File: config.mk
export PLATFORM = sky130hd
export DESIGN_NAME = ceba_word_unit
export DESIGN_NICKNAME = d
export VERILOG_FILES = /design/src/design/ceba_pkg.sv /design/src/design/ceba_word_unit.sv
export SDC_FILE = /design/constraint.sdc
export NUM_CORES = 1
export LEC_CHECK = 0
export BUFFER_PORTS_ARGS = -buffer_cell sky130_fd_sc_hd__buf_2
export CAP_MARGIN = 30
export CORE_ASPECT_RATIO = 0.7
export CORE_MARGIN = 2
export CORE_UTILIZATION = 31
export DETAILED_ROUTE_END_ITERATION = 6
export PLACE_DENSITY = 0.65
export SYNTH_ARGS = -nofsm -noshare
export SYNTH_HDL_FRONTEND = slang
export SYNTH_SLANG_ARGS = --single-unit
File: constraint.sdc
create_clock -name vclk -period 22.3
set_input_delay 4.46 -clock vclk [all_inputs]
set_output_delay 4.46 -clock vclk [all_outputs]
set_load 0.005 [all_outputs]
File: src/design/ceba_pkg.sv
// ----------------------------------------------------------------------------
// ceba_pkg: shared types and constants for the extent block allocator
// Request and result payloads, operation and status codes, sequencer states
// and the word unit result record.
// ----------------------------------------------------------------------------
package ceba_pkg;

  localparam int CEBA_MAX_BLOCKS      = 4096;
  localparam int CEBA_RESERVED_BLOCKS = 4;
  localparam int DISK_RESET           = 1024;

  localparam int WORD_W  = 64;
  localparam int WORD_BW = 6;
  localparam int CNT_W   = 7;
  localparam int BLK_W   = 12;
  localparam int LEN_W   = 13;

  typedef enum logic [1:0] {
    KIND_GROW    = 2'd0,
    KIND_RELEASE = 2'd1,
    KIND_FORMAT  = 2'd2
  } kind_t;

  typedef enum logic [1:0] {
    ST_OK         = 2'd0,
    ST_NO_FREE    = 2'd1,
    ST_DISK_FULL  = 2'd2,
    ST_NEXT_TAKEN = 2'd3
  } status_t;

  typedef struct packed {
    kind_t             kind;
    logic [BLK_W-1:0]  extent_start;
    logic [LEN_W-1:0]  extent_length;
  } req_t;

  typedef struct packed {
    status_t           status;
    logic [BLK_W-1:0]  new_start;
    logic [LEN_W-1:0]  new_length;
    logic [LEN_W-1:0]  free_count;
  } res_t;

  typedef enum logic [2:0] {
    S_IDLE,
    S_CLEAR,
    S_LOOP,
    S_RFIN,
    S_DONE
  } state_t;

  typedef struct packed {
    logic               found;
    logic [WORD_BW-1:0] idx;
    logic [CNT_W-1:0]   count;
    logic [WORD_W-1:0]  claimed;
    logic [WORD_W-1:0]  cleared;
  } word_res_t;

endpackage

File: src/design/ceba_word_unit.sv
// ----------------------------------------------------------------------------
// ceba_word_unit: usage word search, claim and release unit
// Finds the lowest clear bit under a mask, counts the set bits under the
// mask, and forms the claimed and the cleared word.
// ----------------------------------------------------------------------------
module ceba_word_unit (
  input  logic [ceba_pkg::WORD_W-1:0] word,
  input  logic [ceba_pkg::WORD_W-1:0] mask,
  output ceba_pkg::word_res_t         res
);
  import ceba_pkg::*;

  localparam int GRP  = 8;
  localparam int NGRP = WORD_W / GRP;
  localparam int GW   = $clog2(NGRP);
  localparam int BW2  = $clog2(GRP);

  logic [WORD_W-1:0] open_bits;
  logic [WORD_W-1:0] hit_bits;
  logic [NGRP-1:0]   grp_any;
  logic [GW-1:0]     gsel;
  logic [BW2-1:0]    bsel;
  logic [GRP-1:0]    gbits;
  logic [BW2:0]      gcnt [NGRP];
  logic [CNT_W-1:0]  total;

  always_comb begin
    open_bits = ~word & mask;
    hit_bits  = word & mask;
    for (int g = 0; g < NGRP; g++) begin
      grp_any[g] = |open_bits[g*GRP +: GRP];
    end
    gsel = '0;
    for (int g = NGRP - 1; g >= 0; g--) begin
      if (grp_any[g]) begin
        gsel = GW'(g);
      end
    end
    gbits = open_bits[gsel*GRP +: GRP];
    bsel  = '0;
    for (int b = GRP - 1; b >= 0; b--) begin
      if (gbits[b]) begin
        bsel = BW2'(b);
      end
    end
    total = '0;
    for (int g = 0; g < NGRP; g++) begin
      gcnt[g] = '0;
      for (int b = 0; b < GRP; b++) begin
        gcnt[g] = gcnt[g] + (BW2+1)'(hit_bits[g*GRP+b]);
      end
      total = total + CNT_W'(gcnt[g]);
    end
    res.found   = |grp_any;
    res.idx     = {gsel, bsel};
    res.count   = total;
    res.claimed = word | (WORD_W'(1) << {gsel, bsel});
    res.cleared = word & ~mask;
  end

endmodule

======== Yosys cells after proc, flatten, opt, wreduce, memory -nomap -nowiden ========
Index checks and enable logic that the tools add are counted.
W data, S select, Z words.
operators by class
  add/subtract/negate cells ............... 63
  shift-type cells ........................ 2
  muxes and demuxes ....................... 16
  bitwise logic cells ..................... 6
  reduce and logical (&&, ||, !) cells .... 9
operator list
  cell                    count
  $and A64 B64 Y64        3
  $add A4 B1 Y4           32
  $not A64 Y64            2
  $or A64 B64 Y64         1
  $reduce_or A64 Y1       1
  $reduce_or A8 Y1        8
  $shiftx A64 B7 Y8       1
  $shl A1 B6 Y64 const A  1
  $mux W3                 16
  $add A3 B1 Y4           8
  $add A7 B4 Y7           4
  $add A2 B1 Y3           8
  $add A1 B1 Y2           8
  $add A6 B4 Y7           1
  $add A5 B4 Y6           1
  $add A4 B4 Y5           1
storage, ports and cells
  register bits ........................... 0
  input port bits ......................... 128
  logic and storage cells ................. 96

======== Longest topological paths before layout ========
Gate-level depths: netlist (run 1).
  depth in word-level cells ............... 22
  depth in mapped cells ................... 22

======== Worst setup path after synthesis (run 1) ========
Ideal clock, no wire load.
  kind .................................... in2out
  start point ............................. input word[45] (netlist name)
  end point ............................... output res[134] (netlist name)
  data arrival time ....................... 10.000 ns
  data required time ...................... 17.840 ns
  slack ................................... 7.840 ns
  stages on the path ...................... 20
  cell sequence ........................... and2_1 fa_1 inv_1 fa_1 fa_1 inv_1 fa_1 inv_1 fa_1 fa_1 fa_1 fa_1 inv_1 ha_1 fa_1 a21o_1 a21oi_1 inv_1 a21oi_1 o21bai_1
RTL lines
  item         line                 text
  from (decl)  ceba_word_unit.sv:7  input logic [ceba_pkg::WORD_W-1:0] word,
  to (decl)    ceba_word_unit.sv:9  output ceba_pkg::word_res_t res

==> results of run 1 <==
==> worst min-delay path by stage <==
stage / from / end / slack [ps] / cells past startpoint
6_report: mask[41] / res[41] / 9160 / 3
5_1_grt: mask[22] / res[22] / 9170 / 3
4_1_cts: mask[41] / res[41] / 9160 / 3
3_5_place_dp: mask[41] / res[41] / 9160 / 3
3_3_place_gp: mask[41] / res[41] / 9160 / 3
2_1_floorplan: mask[0] / res[0] / 8950 / 1
==> cells by family (layout without fill, tap and decap cells) <==
family / Yosys count / in the layout
mux: 2 / 2
xor+xnor: 4 / 4
compound gates: 141 / 141
buf+inv: 73 / 331
fa+ha+maj: 69 / 69
simple gates: 276 / 276
==> critical path, cell delays in order <==
cell                       delay [ps]
sky130_fd_sc_hd__buf_2            120
sky130_fd_sc_hd__and2_1           180
sky130_fd_sc_hd__fa_1             530
sky130_fd_sc_hd__inv_1             50
sky130_fd_sc_hd__fa_1             520
sky130_fd_sc_hd__fa_1             550
sky130_fd_sc_hd__inv_1             50
sky130_fd_sc_hd__fa_1             490
sky130_fd_sc_hd__inv_1             50
sky130_fd_sc_hd__fa_1             560
sky130_fd_sc_hd__fa_1             430
sky130_fd_sc_hd__fa_1             460
sky130_fd_sc_hd__fa_1             490
sky130_fd_sc_hd__inv_1             40
sky130_fd_sc_hd__ha_1             210
sky130_fd_sc_hd__fa_1             470
sky130_fd_sc_hd__a21o_1           180
sky130_fd_sc_hd__a21oi_1          220
sky130_fd_sc_hd__inv_1             70
sky130_fd_sc_hd__a21oi_1          170
sky130_fd_sc_hd__o21bai_1          80
sky130_fd_sc_hd__buf_2            130
==> Yosys cell counts, drive strengths merged (5+ instances only) <==
master	count	area, sq um
nor2b	103	644
nand2	65	244
inv	56	210
fa	54	1080
a31o	52	455
and2	26	164
nor2	25	98.8
o21ai	16	80.1
ha	15	188
a21oi	14	77.6
nand2b	14	95.1
buf	12	88.8
nand3	12	60.1
a21o	10	75.1
nor4	10	96.4
o21bai	8	60.1
a2111oi	6	128
a211oi	5	37.5
clkbuf	5	18.8
nand4	5	31.3
nor3	5	47.5
==> per-stage QoR <==
step	area, sq um	hold WS (ps)	power [uW]
floorplan	4390	8950	464
global placement	5900	9160	685
detailed placement	5900	9160	692
CTS	5900	9160	695
global route	5900	9170	798
finish	5900	9160	696
==> cell usage in the layout, fill, tap and decap left out, drive strengths merged, types with 6 or more instances in the layout <==
cell,instances
nand2,65
inv,56
nor2b,103
nand2b,14
ha,15
a21o,10
nor4,10
o21bai,8
buf,275
nand3,12
a31o,52
nor2,25
o21ai,16
and2,26
fa,54
a2111oi,6
a21oi,14
==> layer usage <==
| layer | GRT usage | routed length [um] | up-vias |
|---|---|---|---|
| met5 | 0 | 0 | - |
| met4 | 0.00208 | 0 | 0 |
| met3 | 0.0304 | 1690 | 0 |
| met2 | 0.423 | 9130 | 255 |
| met1 | 0.393 | 9610 | 2493 |
| li1 | - | - | 2482 |
==> power groups by stage <==
stage                     Combinational [uW]  Sequential (uW)  Clock [uW]
after global routing                     798                0           0
after detailed placement                 692                0           0
after floorplan                          464                0           0
final                                    696                0           0
after global placement                   685                0           0
after CTS                                695                0           0
==> area by class of cell <==
cell class                 instances  area, sq um  share of cell area
tap                              190          238              0.0403
inverter                          56          210              0.0356
multi-input combinational        492         4070               0.689
timing repair buffer             275         1390               0.235
==> qor.txt, run 1 <==
=================================================================================================
Maximum number of pins on one net before global-route repair                                   33
Ant diodes                                                                                      0
DIE AREA                                                                              15100 sq um
Die boundary height                                                                        104 um
Mux cell area share after synthesis                                                       0.00485
Cell-internal power                                                                        324 uW
Clock share of power                                                                            0
Drt initial violations                                                                        426
Buffers inserted during post-CTS setup optimization                                             0
Worst Setup Slack post-DPL                                                                7320 ps
Ratio of cells with drive above 1 in the final layout                                       0.424
Initial standard-cell utilization of the core                                               0.316
Highest Clock Rate                                                                       66.8 MHz
Synthesis-to-layout area growth                                                             34.6%
Critical path startpoint                                                                 word[45]
Total negative slack for setup checks                                                        0 ps
Logic gate share of total power                                                             1.000
DRC                                                                                             0
Number of distinct library cell variants in the gate-level netlist after synthesis             65
WL per Instance                                                                           20.2 um
Main combinational cell family by area after synthesis                               simple AND/OR/NAND/NOR gates
Switch Pwr                                                                                 372 uW
Min-delay worst type                                                                    in -> out
Proportion of power drawn by flip-flops and latches                                             0
CP required                                                                              17840 ps
Simple logic cell fraction of the synthesized area                                          0.358
Total vias in the final route                                                                5230
Hold-fix buffers at CTS                                                                         0
Fraction of the mapped netlist area in compound gates                                       0.268
Count of nets left with antenna violations after detail routing                                 0
Synth Instances                                                                               565
Layout net count                                                                             1022
CP max FO                                                                                       3
Wire length reported by the detailed router                                              20400 um
Synth Area per Inst                                                                    7.76 sq um
Post-synthesis xor/xnor area fraction                                                     0.00799
Power density over the cells                                                          118 nW/um^2
Switching Share                                                                             0.535
All-Layer GR Usage                                                                          0.260
RSZ-0062 raised after global routing                                                           no
Via count of the first global-routing pass                                                   5025
Global-route wire length before repair                                                   30300 um
Overall die width                                                                          146 um
HPWL reported at the end of detailed placement                                           17700 um
Worst Setup Slack, final                                                                  7320 ps
Util after Layout                                                                           0.426
First drt pass iteration count                                                                  4
Sequential standard cell area                                                             0 sq um
Final period utilization                                                                    0.672
Count of final max-slew check failures                                                          0
Destination of the critical timing path                                                  res[134]
Critical Path Source Type                                                              input port
Post-Syn Area                                                                          4390 sq um
Post-CTS resize count                                                                           0
Transition time of the tightest slew-check pin                                            1030 ps
Via density                                                                                  5.16
Highest ir drop seen on vdd                                                                201 uV
Non-filler instance count after layout                                                       1013
Number of antenna violations at the first check in global routing                               0
Number of maximum-capacitance constraint violations                                             0
Grt total ovfl                                                                                  0
Number of clock buffers in the layout                                                           0
Sequential cell count of the final layout                                                       0
Placeable core area                                                                   13900 sq um
Fill cell instance count of the final layout                                                 1511
YS warnings                                                                                     0
Minimum clock period after layout                                                        14980 ps
Number of port buffers                                                                        270
Count of standard-cell rows                                                                    36
Sequential cell area fraction in the yosys report                                               0
Static Leakage                                                                         0.00299 uW
Start-to-end type of the worst setup path                                               in -> out
Final weighted congestion in routability-driven placement                                   0.952
Total of endpoints with negative setup slack in the final report                                0
Adder and majority gate portion of the synthesized area                                     0.289
Worst path arrival time                                                                  10520 ps
Syn_nets                                                                                      762
Boundary Pins                                                                                 270
Normalized max-slew margin                                                                  0.308
CP endpoint kind                                                                      output port
Outcome                                                                              complete, no violations
Number of placed instances, taps included                                                    1013
Number of failing hold endpoints at the final stage                                             0
=================================================================================================
(Power assumes the default switching activity.)
==> inputs of run 2 (changes only) <==
Clock period 22.3 ns to 15.4 ns, I/O delays scaled along.
==> qor.txt, run 2 (same netlist as run 1, synthesis figures left out) <==
=====================================================================================
Total of endpoints with negative setup slack in the final report                    0   unchanged
DRC                                                                                 0   unchanged
Maximum number of pins on one net before global-route repair                       33   unchanged
Sequential standard cell area                                                 0 sq um   unchanged
Slowest cell on the critical path                                        sky130_fd_sc_hd__fa_1
Number of port buffers                                                            270   unchanged
DIE AREA                                                                  15100 sq um   unchanged
Most frequent standard cell in the layout excluding fill and tap cells   sky130_fd_sc_hd__buf_2
Total area of multi-input combinational cells                              4070 sq um   unchanged
Count of standard-cell rows                                                        36   unchanged
Drt initial violations                                                            359   -16%
Routed wire length on met3                                                    1910 um   +13%
Number of failing hold endpoints at the final stage                                 0   unchanged
Cell breakdown of the critical path                                      buf_2 -> and2_1 -> fa_1 -> inv_1 -> fa_1 -> fa_1 -> inv_1 -> fa_1 -> inv_1 -> fa_1 -> fa_1 -> fa_1 -> fa_1 -> inv_1 -> ha_1 -> fa_1 -> a21o_1 -> a21oi_1 -> inv_1 -> a21oi_1 -> o21bai_1 -> buf_2
Minimum clock period after layout                                            12200 ps
CP endpoint kind                                                          output port
Endpoint of the worst hold-timing path                                        res[63]
Start-to-end type of the worst setup path                                   in -> out
Power density over the cells                                              170 nW/um^2   +45%
Ant diodes                                                                          0   unchanged
Layout net count                                                                 1022   unchanged
Worst path arrival time                                                       9120 ps   -1400 ps
Ratio of cells with drive above 1 in the final layout                           0.424   unchanged
Post-CTS resize count                                                               0   unchanged
First drt pass iteration count                                                      5   +1
Outcome                                                                  complete, no violations
Synthesis-to-layout area growth                                                 34.6%   unchanged
Min-delay worst type                                                        in -> out
Count of nets left with antenna violations after detail routing                     0   unchanged
Start point of the worst hold path                                           mask[63]
Count of final max-slew check failures                                              0   unchanged
Hold-fix buffers at CTS                                                             0   unchanged
Global-route wire length before repair                                       30100 um   -0.59%
Via count of the first global-routing pass                                       5043   +0.36%
Hold Slack                                                                    6400 ps   -2760 ps
Highest cell delay on the worst timing path                                    560 ps   about the same
Detailed-route wire length on metal 1                                         9490 um   -1.2%
Initial standard-cell utilization of the core                                   0.316   unchanged
Via density                                                                      5.22   +1.0%
WL per Instance                                                               20.4 um   +0.95%
Number of stages on the worst hold path                                             3   unchanged
Highest ir drop seen on vdd                                                    215 uV   +7.2%
Final period utilization                                                        0.792
Highest Clock Rate                                                           82.0 MHz
Number of clock buffers in the layout                                               0   unchanged
Grt total ovfl                                                                      0   unchanged
Most common cell on crit path                                            sky130_fd_sc_hd__fa_1
Placeable core area                                                       13900 sq um   unchanged
Number of maximum-capacitance constraint violations                                 0   unchanged
Total negative slack for setup checks                                            0 ps   unchanged
RSZ-0062 raised after global routing                                               no
Routed wl met2                                                                9110 um   -0.27%
HPWL reported at the end of detailed placement                               17900 um   +1.1%
Highest-count cells in the layout ignoring fill and taps                 270 x sky130_fd_sc_hd__buf_2, 103 x sky130_fd_sc_hd__nor2b_1, 65 x sky130_fd_sc_hd__nand2_1
All-Layer GR Usage                                                              0.259   -0.000678
Sequential cell count of the final layout                                           0   unchanged
Wire length reported by the detailed router                                  20600 um   +0.95%
Normalized max-slew margin                                                      0.357   +0.0491
Non-Filler Cell Area, Final                                                5900 sq um   unchanged
Highest layer used for signal routing                                            met4
Boundary Pins                                                                     270   unchanged
Die boundary height                                                            104 um   unchanged
Static Leakage                                                             0.00299 uW   unchanged
Fill cell instance count of the final layout                                     1499   -0.79%
CP required                                                                  12320 ps   -5520 ps
Final weighted congestion in routability-driven placement                       0.959   +0.79%
Number of antenna violations at the first check in global routing                   0   unchanged
Overall die width                                                              146 um   unchanged
Buffers inserted during post-CTS setup optimization                                 0   unchanged
CP max FO                                                                           3   unchanged
Total vias in the final route                                                    5284   +1.0%
Instance area after placement                                              5900 sq um   unchanged
Critical Path Source Type                                                  input port
Transition time of the tightest slew-check pin                                 956 ps   -73.9 ps
=====================================================================================
==> run 2: cell counts in the layout (fill, tap and decap cells not counted) <==
No cell type changed its count.
==> run 2: stage by stage <==
step | setup WS, ps | power [uW] | util | instances
after detailed placement | 3170 | 1010 | 0.426 | 1013
after floorplan | 3700 | 672 | - | 565
after global placement | 3190 | 995 | 0.425 | 1012
after global routing | 2880 | 1150 | 0.426 | 1013
final | 3200 | 1010 | 0.426 | 1013
after CTS | 3170 | 1010 | 0.426 | 1013
==> run 2: area by class of cell <==
cell class / instances / share of cell area
inverters: 56 / 0.0356
well taps: 190 / 0.0403
repair buffers: 275 / 0.235
multi-input cells: 492 / 0.689
==> run 2: report_power, final <==
part           switching [uW]  leakage [uW]  total (uW)  internal [uW]
registers                   0             0           0              0
clock network               0             0           0              0
logic                     539       0.00299        1010            468
total                     539       0.00299        1010            468
==> run 2: worst max-delay path by stage <==
stage,start,endpoint,slack [ps]
floorplan,word[45],res[134],3700
global placement,word[45],res[134],3190
detailed placement,word[45],res[134],3170
CTS,word[45],res[134],3170
global route,word[45],res[134],2880
finish,word[45],res[134],3200
==> run 2: worst max-delay path, delay by kind of cell <==
family | cells | cell delay [ps]
adders and majority gates | 10 | 4720
AOI/OAI and AO/OA | 4 | 640
buffers and inverters | 7 | 500
and+or+nand+nor | 1 | 180
==> run 2: routing by layer <==
layer	global-route usage	vias up
met5	0	-
met4	0.0118	0
met3	0.0370	4
met2	0.417	278
met1	0.388	2519
li1	-	2483
==> inputs of run 3 (changes only) <==
Clock period 15.4 ns to 11.9 ns, I/O delays scaled along.
==> qor.txt, run 3 (same netlist as run 1, synthesis figures left out) <==
=====================================================================================
Normalized max-slew margin                                                      0.312   -0.0450
Number of failing hold endpoints at the final stage                                 0   unchanged
Ratio of cells with drive above 1 in the final layout                           0.424   unchanged
Min-delay worst type                                                        in -> out
Routing layer with the top usage in global route                                 met2
Via density                                                                      5.25   +0.64%
HPWL reported at the end of detailed placement                               17800 um   -0.56%
Number of antenna violations at the first check in global routing                   0   unchanged
Met2 Usage GRT                                                                  0.426   +0.00943
CP required                                                                   9520 ps   -2800 ps
Maximum number of pins on one net before global-route repair                       33   unchanged
Number of port buffers                                                            270   unchanged
First drt pass iteration count                                                      6   +1
Number of maximum-capacitance constraint violations                                 0   unchanged
Final period utilization                                                        0.905
Count of nets left with antenna violations after detail routing                     0   unchanged
Global-route met3 utilization                                                  0.0419   +0.00485
Hold-fix buffers at CTS                                                             0   unchanged
Most frequent standard cell in the layout excluding fill and tap cells   sky130_fd_sc_hd__buf_2
Total of endpoints with negative setup slack in the final report                    0   unchanged
CP max FO                                                                           3   unchanged
Grt total ovfl                                                                      0   unchanged
Outcome                                                                  complete, no violations
Minimum clock period after layout                                            10770 ps
Buffers inserted during post-CTS setup optimization                                 0   unchanged
DRC                                                                                 0   unchanged
Ant diodes                                                                          0   unchanged
Transition time of the tightest slew-check pin                                1020 ps   +67.7 ps
Layout net count                                                                 1022   unchanged
Overall die width                                                              146 um   unchanged
RSZ-0062 raised after global routing                                               no
Post-CTS resize count                                                               0   unchanged
Synthesis-to-layout area growth                                                 34.6%   unchanged
WL per Instance                                                               20.2 um   -0.98%
Met1 track demand over resource                                                 0.376   -0.0118
Boundary Pins                                                                     270   unchanged
Initial standard-cell utilization of the core                                   0.316   unchanged
Critical Path Source Type                                                  input port
Instance area after placement                                              5900 sq um   unchanged
Worst path arrival time                                                       8390 ps   -730 ps
Design Power                                                                  1300 uW   +29%
Number of clock buffers in the layout                                               0   unchanged
Final weighted congestion in routability-driven placement                       0.948   -1.2%
Count of standard-cell rows                                                        36   unchanged
Highest ir drop seen on vdd                                                    291 uV   +35%
DIE AREA                                                                  15100 sq um   unchanged
Drt initial violations                                                            318   -11%
Highest-count cells in the layout ignoring fill and taps                 270 x sky130_fd_sc_hd__buf_2, 103 x sky130_fd_sc_hd__nor2b_1, 65 x sky130_fd_sc_hd__nand2_1
Start-to-end type of the worst setup path                                   in -> out
Sequential cell count of the final layout                                           0   unchanged
Hold Slack                                                                    5000 ps   -1400 ps
All-Layer GR Usage                                                              0.259   -0.000731
Non-Filler Cell Area, Final                                                5900 sq um   unchanged
Total vias in the final route                                                    5318   +0.64%
Fill cell instance count of the final layout                                     1503   +0.27%
Global-route wire length before repair                                       30100 um   -0.11%
Power density over the cells                                              220 nW/um^2   +29%
Static Leakage                                                             0.00299 uW   unchanged
CP endpoint kind                                                          output port
Sequential standard cell area                                                 0 sq um   unchanged
Placeable core area                                                       13900 sq um   unchanged
Highest Clock Rate                                                           92.8 MHz
Total negative slack for setup checks                                            0 ps   unchanged
Count of final max-slew check failures                                              0   unchanged
Via count of the first global-routing pass                                       5024   -0.38%
Die boundary height                                                            104 um   unchanged
Wire length reported by the detailed router                                  20400 um   -0.98%
Non-filler instance count after layout                                           1013   unchanged
Number of placed instances, taps included                                        1013   unchanged
=====================================================================================
==> run 3: worst max-delay path: stages <==
cell and delay [ps]:
sky130_fd_sc_hd__buf_2 110, sky130_fd_sc_hd__and2_1 180, sky130_fd_sc_hd__fa_1 530, sky130_fd_sc_hd__inv_1 50, sky130_fd_sc_hd__fa_1 520, sky130_fd_sc_hd__fa_1 540, sky130_fd_sc_hd__inv_1 50, sky130_fd_sc_hd__fa_1 490
sky130_fd_sc_hd__inv_1 50, sky130_fd_sc_hd__fa_1 560, sky130_fd_sc_hd__fa_1 430, sky130_fd_sc_hd__fa_1 450, sky130_fd_sc_hd__fa_1 490, sky130_fd_sc_hd__inv_1 40, sky130_fd_sc_hd__ha_1 220, sky130_fd_sc_hd__fa_1 470
sky130_fd_sc_hd__a21o_1 180, sky130_fd_sc_hd__a21oi_1 210, sky130_fd_sc_hd__inv_1 60, sky130_fd_sc_hd__a21oi_1 160, sky130_fd_sc_hd__o21bai_1 80, sky130_fd_sc_hd__buf_2 130
==> run 3: where the power goes <==
group	switching [uW]	leakage, uW	internal (uW)
registers	0	0	0
clock network	0	0	0
logic	695	0.00299	605
==> run 3: final timing paths <==
| check | from | depth (start not counted) | slack (ps) | to |
|---|---|---|---|---|
| worst max-delay path | word[45] | 22 | 1130 | res[134] |
| worst min-delay path | mask[22] | 3 | 5000 | res[22] |
==> run 3: layer usage <==
metal	up-vias	part of all wire
li1	2476	-
met1	2549	0.44
met2	283	0.45
met3	10	0.10
met4	0	0.0050
met5	-	0
==> run 3: area by class of cell <==
type | count | area (sq um) | area share
Inverter | 56 | 210 | 0.0356
Multi-Input combinational cell | 492 | 4070 | 0.689
Tap cell | 190 | 238 | 0.0403
Timing Repair Buffer | 275 | 1390 | 0.235
==> run 3: metrics by stage <==
stage	util	worst slack, ps
5_1_grt	0.426	842
6_report	0.426	1130
2_1_floorplan	-	1600
4_1_cts	0.426	1100
3_3_place_gp	0.425	1090
3_5_place_dp	0.426	1100
